<file path="src/sv/wf23_pkg.sv">
// ----------------------------------------------------------------------------
// wf23_pkg
// Shared types, widths and saturation helpers for the Winograd F(2x2,3x3)
// convolution tile engine.
// ----------------------------------------------------------------------------
package wf23_pkg;

   localparam int DATA_W   = 16;
   localparam int ACC_W    = 48;
   localparam int ROW_W    = DATA_W + 1;
   localparam int COL_W    = DATA_W + 2;
   localparam int PROD_W   = COL_W + DATA_W;
   localparam int TILE_N   = 4;
   localparam int ACC_N    = TILE_N * TILE_N;
   localparam int XF_W     = ACC_W + 2;
   localparam int OSUM_W   = ACC_W + 4;

   typedef logic signed [DATA_W-1:0] data_type;
   typedef logic signed [ACC_W-1:0]  acc_type;
   typedef logic signed [ROW_W-1:0]  row_type;
   typedef logic signed [COL_W-1:0]  col_type;
   typedef logic signed [PROD_W-1:0] prod_type;
   typedef logic signed [ACC_W:0]    acc_sum_type;
   typedef logic signed [XF_W-1:0]   xf_type;
   typedef logic signed [OSUM_W-1:0] osum_type;
   typedef logic [1:0]               row_idx_type;

   localparam row_idx_type LAST_ROW = row_idx_type'(TILE_N - 1);

   localparam acc_type ACC_MAX = acc_type'({1'b0, {(ACC_W-1){1'b1}}});
   localparam acc_type ACC_MIN = acc_type'({1'b1, {(ACC_W-1){1'b0}}});

   typedef struct packed {
      data_type sample_0;
      data_type sample_1;
      data_type sample_2;
      data_type sample_3;
      data_type weight_0;
      data_type weight_1;
      data_type weight_2;
      data_type weight_3;
      acc_type  bias;
      logic     last_slice;
   } req_type;

   typedef struct packed {
      acc_type out_00;
      acc_type out_01;
      acc_type out_10;
      acc_type out_11;
   } rsp_type;

   function automatic acc_type sat_acc_sum(input acc_sum_type v);
      acc_type res;
      if (v[ACC_W] != v[ACC_W-1]) begin
         res = v[ACC_W] ? ACC_MIN : ACC_MAX;
      end else begin
         res = v[ACC_W-1:0];
      end
      return res;
   endfunction

   function automatic acc_type sat_out_sum(input osum_type v);
      logic [OSUM_W-ACC_W:0] top;
      acc_type               res;
      top = v[OSUM_W-1:ACC_W-1];
      if ((top == '0) || (top == '1)) begin
         res = v[ACC_W-1:0];
      end else begin
         res = v[OSUM_W-1] ? ACC_MIN : ACC_MAX;
      end
      return res;
   endfunction

endpackage

</file>
<file path="src/sv/wf23_out_xform.sv">
// ----------------------------------------------------------------------------
// wf23_out_xform
// Output transform At.M.A plus bias over a finished 4x4 accumulator tile,
// in three registered stages with per-stage flow control.
// ----------------------------------------------------------------------------
module wf23_out_xform
   import wf23_pkg::*;
(
   input  logic    clock,
   input  logic    reset,
   input  logic    tile_valid,
   output logic    tile_ready,
   input  acc_type tile_acc [ACC_N],
   input  acc_type tile_bias,
   output logic    rsp_valid,
   input  logic    rsp_ready,
   output rsp_type rsp_payload
);

   logic    c_valid_ff;
   acc_type c_acc_ff [ACC_N];
   acc_type c_bias_ff;

   logic    d_valid_ff;
   xf_type  d_t_ff [2][TILE_N];
   xf_type  d_t_in [2][TILE_N];
   acc_type d_bias_ff;

   logic    rsp_valid_ff;
   rsp_type rsp_ff;
   rsp_type rsp_in;

   logic    e_ready;
   logic    d_ready;
   logic    c_ready;

   assign e_ready    = !rsp_valid_ff || rsp_ready;
   assign d_ready    = !d_valid_ff || e_ready;
   assign c_ready    = !c_valid_ff || d_ready;
   assign tile_ready = c_ready;

   // row reduction: At.M
   always_comb begin
      for (int c = 0; c < TILE_N; c++) begin
         d_t_in[0][c] = xf_type'(c_acc_ff[c]) + xf_type'(c_acc_ff[TILE_N + c])
                      + xf_type'(c_acc_ff[2*TILE_N + c]);
         d_t_in[1][c] = xf_type'(c_acc_ff[TILE_N + c]) - xf_type'(c_acc_ff[2*TILE_N + c])
                      - xf_type'(c_acc_ff[3*TILE_N + c]);
      end
   end

   // column reduction: (At.M).A plus bias
   always_comb begin
      osum_type s00, s01, s10, s11;
      s00 = osum_type'(d_bias_ff) + osum_type'(d_t_ff[0][0])
          + osum_type'(d_t_ff[0][1]) + osum_type'(d_t_ff[0][2]);
      s01 = osum_type'(d_bias_ff) + osum_type'(d_t_ff[0][1])
          - osum_type'(d_t_ff[0][2]) - osum_type'(d_t_ff[0][3]);
      s10 = osum_type'(d_bias_ff) + osum_type'(d_t_ff[1][0])
          + osum_type'(d_t_ff[1][1]) + osum_type'(d_t_ff[1][2]);
      s11 = osum_type'(d_bias_ff) + osum_type'(d_t_ff[1][1])
          - osum_type'(d_t_ff[1][2]) - osum_type'(d_t_ff[1][3]);
      rsp_in.out_00 = sat_out_sum(s00);
      rsp_in.out_01 = sat_out_sum(s01);
      rsp_in.out_10 = sat_out_sum(s10);
      rsp_in.out_11 = sat_out_sum(s11);
   end

   always_ff @(posedge clock) begin
      if (reset) begin
         c_valid_ff   <= 1'b0;
         d_valid_ff   <= 1'b0;
         rsp_valid_ff <= 1'b0;
      end else begin
         if (c_ready) begin
            c_valid_ff <= tile_valid;
         end
         if (d_ready) begin
            d_valid_ff <= c_valid_ff;
         end
         if (e_ready) begin
            rsp_valid_ff <= d_valid_ff;
         end
      end
   end

   always_ff @(posedge clock) begin
      if (c_ready && tile_valid) begin
         c_acc_ff  <= tile_acc;
         c_bias_ff <= tile_bias;
      end
      if (d_ready && c_valid_ff) begin
         d_t_ff    <= d_t_in;
         d_bias_ff <= c_bias_ff;
      end
      if (e_ready && d_valid_ff) begin
         rsp_ff <= rsp_in;
      end
   end

   assign rsp_valid   = rsp_valid_ff;
   assign rsp_payload = rsp_ff;

endmodule

</file>
<file path="config.mk">
export PLATFORM = sky130hd
export DESIGN_NAME = wf23_out_xform
export DESIGN_NICKNAME = d
export VERILOG_FILES = /design/src/sv/wf23_pkg.sv /design/src/sv/wf23_out_xform.sv
export SDC_FILE = /design/constraint.sdc
export NUM_CORES = 2
export LEC_CHECK = 0
export BUFFER_PORTS_ARGS = -buffer_cell sky130_fd_sc_hd__clkbuf_2
export CAP_MARGIN = 20
export CORE_UTILIZATION = 37
export CTS_CLUSTER_DIAMETER = 150
export DETAILED_ROUTE_END_ITERATION = 10
export GPL_TIMING_DRIVEN = 0
export MAX_ROUTING_LAYER = met4
export SYNTH_ARGS = -nofsm -noshare
export SYNTH_HDL_FRONTEND = slang
export SYNTH_SLANG_ARGS = --single-unit
</file>
<file path="constraint.sdc">
create_clock -name clock -period 123.3 [get_ports clock]
set_input_delay 6.165 -clock clock [delete_from_list [all_inputs] [get_ports clock]]
set_output_delay 6.165 -clock clock [all_outputs]
set_load 0.03 [all_outputs]
</file>
==> results.json <==
{
  "synth_fa_ha_area_frac": 0.2451,
  "cp_common_cell": "clkbuf_2",
  "synth_simple_gate_area_frac": 0.05655,
  "required_ns": 117.14,
  "row_count": 186,
  "yosys-mux-area-fraction": 0.0001049,
  "grt_usage": 0.2787,
  "area_delta_synth_final_pct": 17.46,
  "skew_ns": 0.07438,
  "viasPerCell": 5.352,
  "avgSynthCellArea_um2": 12.05,
  "antenna_found_initial": 66,
  "cts-hold-fix-buffers": 0,
  "clkTransAtPathRegs_ns": 0.06,
  "synthArstFlopShare": 0,
  "dr.pass1.iters": 6,
  "h-tree-depth": 4,
  "ant_nets": 0,
  "drt_iter0_drc": 7347,
  "die_area_mm2": 0.2599,
  "worst_hold_slack_ns": 0.3934,
  "ys_warn_count": 0,
  "final_area_mm2": 0.1121,
  "clk_path_buf_depth": 3,
  "vias": 68170,
  "ys_seq_elements": 1459,
  "hold_violations": 0,
  "dpl_cell_area_mm2": 0.1061,
  "fp.dieW_um": 509.8,
  "cts_sinks": 1459,
  "insertion_delay_ns": 0.85,
  "period_share": 0.1087,
  "numCtsBuffers": 172,
  "max_stage_delay_ns": 0.56,
  "layout-drive-gt1-share": 0.1503,
  "ctsResizeCount": 0,
  "synth_xor_xnor_area_share": 0.04874,
  "yosysSeqAreaShare": 0.4588,
  "drc": 0,
  "syn_inst": 7922,
  "slew_violations": 0,
  "crit_arrival_ns": 7.23,
  "fp.dieH_um": 509.8,
  "fin_nets": 11390,
  "synth_compound_gate_area_share": 0.1339,
  "status": "finished, final reports clean",
  "synth_nets": 10140,
  "synth_flop_cell": "edfxtp_1",
  "place.detailed.hpwl_um": 306800,
  "worst_slew_pin_slew_ns": 1.258,
  "ys_types": 84,
  "grt_pass1_vias": 68200,
  "fmax_ghz": 0.07463,
  "core_mm2": 0.2567,
  "slew_headroom": 0.1539,
  "grt_pass1_wl_um": 491600,
  "wirelength_um": 357100,
  "critical_path_class": "in -> out",
  "port_buffers": 1013,
  "synth-edff-count": 1456,
  "rsz0062_at_grt": "false",
  "ios": 1014,
  "start_kind": "input port",
  "critPathSlowestCell": "nor2b_1",
  "finalSetupViolations": 0,
  "path_cells": "clkbuf_2 -> nor2b_1 -> nand3_1 -> clkbuf_2",
  "crit_buf_inv": 2,
  "cts_tree": "done",
  "hold_path.class": "reg -> reg",
  "tns_ns": 0,
  "drv_cap": 0,
  "start_util": 0.3717,
  "grt_max_degree": 37,
  "post_cts_buffers": 0,
  "routedWlPerCell_um": 28.04,
  "crit_family": "simple AND/OR/NAND/NOR gates",
  "cts_root_buf": "clkbuf_16",
  "synth_area_mm2": 0.09542,
  "critPathCaptureType": "primary output",
  "critical_path.max_fanout": 6,
  "gp_congestion": 0.9995,
  "synth_top_family_by_area": "adder cells",
  "grt-ovfl-total": 0,
  "period_minus_slack_ns": 13.40
}
==> worst reg2reg max path, stage by stage, from the launching register on <==
cell	delay [ns]
edfxtp_1	0.42
inv_1	0.08
fa_1	0.48
inv_1	0.05
fa_1	0.48
ha_1	0.24
inv_1	0.09
fa_1	0.47
nor2b_1	0.17
o31ai_1	0.12
a21oi_1	0.41
a41oi_1	0.37
a21oi_1	0.51
o211ai_1	0.22
a21oi_1	0.34
o21ai_0	0.19
a21oi_1	0.23
xnor2_1	0.22
buf_4	0.26
inv_1	0.42
and2_1	0.21
clkbuf_1	0.34
clkbuf_1	0.81
o21ai_0	0.48
==> sequential cells by signal, summed over array words and instances (netlist names) <==
register     count
rsp_payload    192
c_bias_ff       48
rsp_valid        1
d_valid_ff       1
c_valid_ff       1
c_acc_ff       768
d_t_ff         400
d_bias_ff       48
==> final cells by class <==
| class | count | area, µm² |
|---|---|---|
| Antenna cell | 32 | 80.08 |
| Buffer | 153 | 613.1 |
| Clock buffer | 210 | 4521 |
| Clock inverter | 108 | 1354 |
| Fill cell | 23890 | 144600 |
| Inverter | 1280 | 4805 |
| Multi-Input combinational cell | 5030 | 46270 |
| Sequential cell | 1459 | 43780 |
| Tap cell | 3384 | 4234 |
| Timing Repair Buffer | 1081 | 6421 |
==> cells in the final DEF (no fill, tap or decap), types with 72 or more instances in the layout <==
| master | count |
|---|---|
| edfxtp_1 | 1456 |
| inv_1 | 1280 |
| clkbuf_2 | 1015 |
| fa_1 | 792 |
| ha_1 | 602 |
| a21oi_1 | 583 |
| a21o_1 | 412 |
| o21ai_0 | 377 |
| xnor2_1 | 317 |
| nand2_1 | 277 |
| nor2_1 | 274 |
| xor2_1 | 214 |
| clkbuf_16 | 175 |
| clkbuf_1 | 171 |
| nand3_1 | 108 |
| a31oi_1 | 87 |
| nand4_1 | 84 |
| o21bai_1 | 82 |
| o21a_1 | 76 |
| nand2b_1 | 72 |
==> cell families after synthesis <==
kind of cell	after synthesis
AOI/OAI and AO/OA	2002
DFF	1459
buffers and inverters	1433
adders and majority gates	1394
and+or+nand+nor	1102
xor gates and xnor gates	531
muxes	1
==> metal layers <==
metal	part of all wire	vias up	track usage	wire length, µm
met1	0.44	34160	0.3852	157200
met3	0.081	467	0.04365	28830
met4	0.038	0	0.09190	13400
met2	0.44	3195	0.4176	157700
met5	0	-	-	0
li1	-	30350	-	-
==> synth_stat cells, types with 7 or more instances <==
library cell / count / area share
nor3b_1: 10 / 0.00079
a211o_1: 17 / 0.0016
nor3_1: 51 / 0.0027
o21a_1: 76 / 0.0060
o31ai_1: 35 / 0.0028
nand4_1: 84 / 0.0055
nand2_1: 277 / 0.011
a21o_1: 412 / 0.032
a2111oi_0: 12 / 0.0011
xor2_1: 214 / 0.020
o31a_1: 17 / 0.0016
o211ai_1: 40 / 0.0031
o21bai_1: 82 / 0.0065
and3_1: 61 / 0.0040
xnor2_1: 317 / 0.029
nor2b_1: 63 / 0.0041
and2_1: 28 / 0.0018
o41ai_1: 9 / 0.00083
a41o_1: 7 / 0.00073
o21ai_1: 36 / 0.0019
ha_1: 602 / 0.079
a211oi_1: 49 / 0.0039
a31oi_1: 88 / 0.0058
nand2b_1: 72 / 0.0047
o211a_1: 7 / 0.00073
fa_1: 792 / 0.17
inv_1: 1280 / 0.050
nand3_1: 108 / 0.0057
clkbuf_1: 137 / 0.0054
or2_2: 18 / 0.0012
o22ai_1: 8 / 0.00052
nor4_1: 13 / 0.00085
a21oi_1: 584 / 0.031
nor2_1: 274 / 0.011
a221o_1: 13 / 0.0014
and4_1: 18 / 0.0017
or3_1: 11 / 0.00072
a221oi_1: 12 / 0.0011
a41oi_1: 13 / 0.0012
buf_2: 8 / 0.00042
a21boi_0: 23 / 0.0018
o21ai_0: 378 / 0.020
edfxtp_1: 1456 / 0.46
==> through the flow <==
stage | std cells | setup slack, ns | util
finish | 12740 | 109.90 | 0.4366
floorplan | 7922 | 74.31 | -
global placement | 12320 | 54.66 | 0.4080
detailed placement | 12390 | 109.88 | 0.4134
global route | 12730 | 109.78 | 0.4366
CTS | 12700 | 109.88 | 0.4363
==> final timing paths <==
check	startpoint	cells past startpoint	endpoint	slack (ns)
max	rsp_ready	4	tile_ready	109.90
min	c_bias_ff[13]$_DFFE_PP_	0	d_bias_ff[13]$_DFFE_PP_	0.39
max reg2reg	d_t_ff[351]$_DFFE_PP_	23	rsp_payload[183]$_DFFE_PP_	115.28
min reg2reg	c_bias_ff[13]$_DFFE_PP_	0	d_bias_ff[13]$_DFFE_PP_	0.39
Power is not shown: default switching activity piles up to over one toggle a cycle in this logic, so the estimate is an artifact.
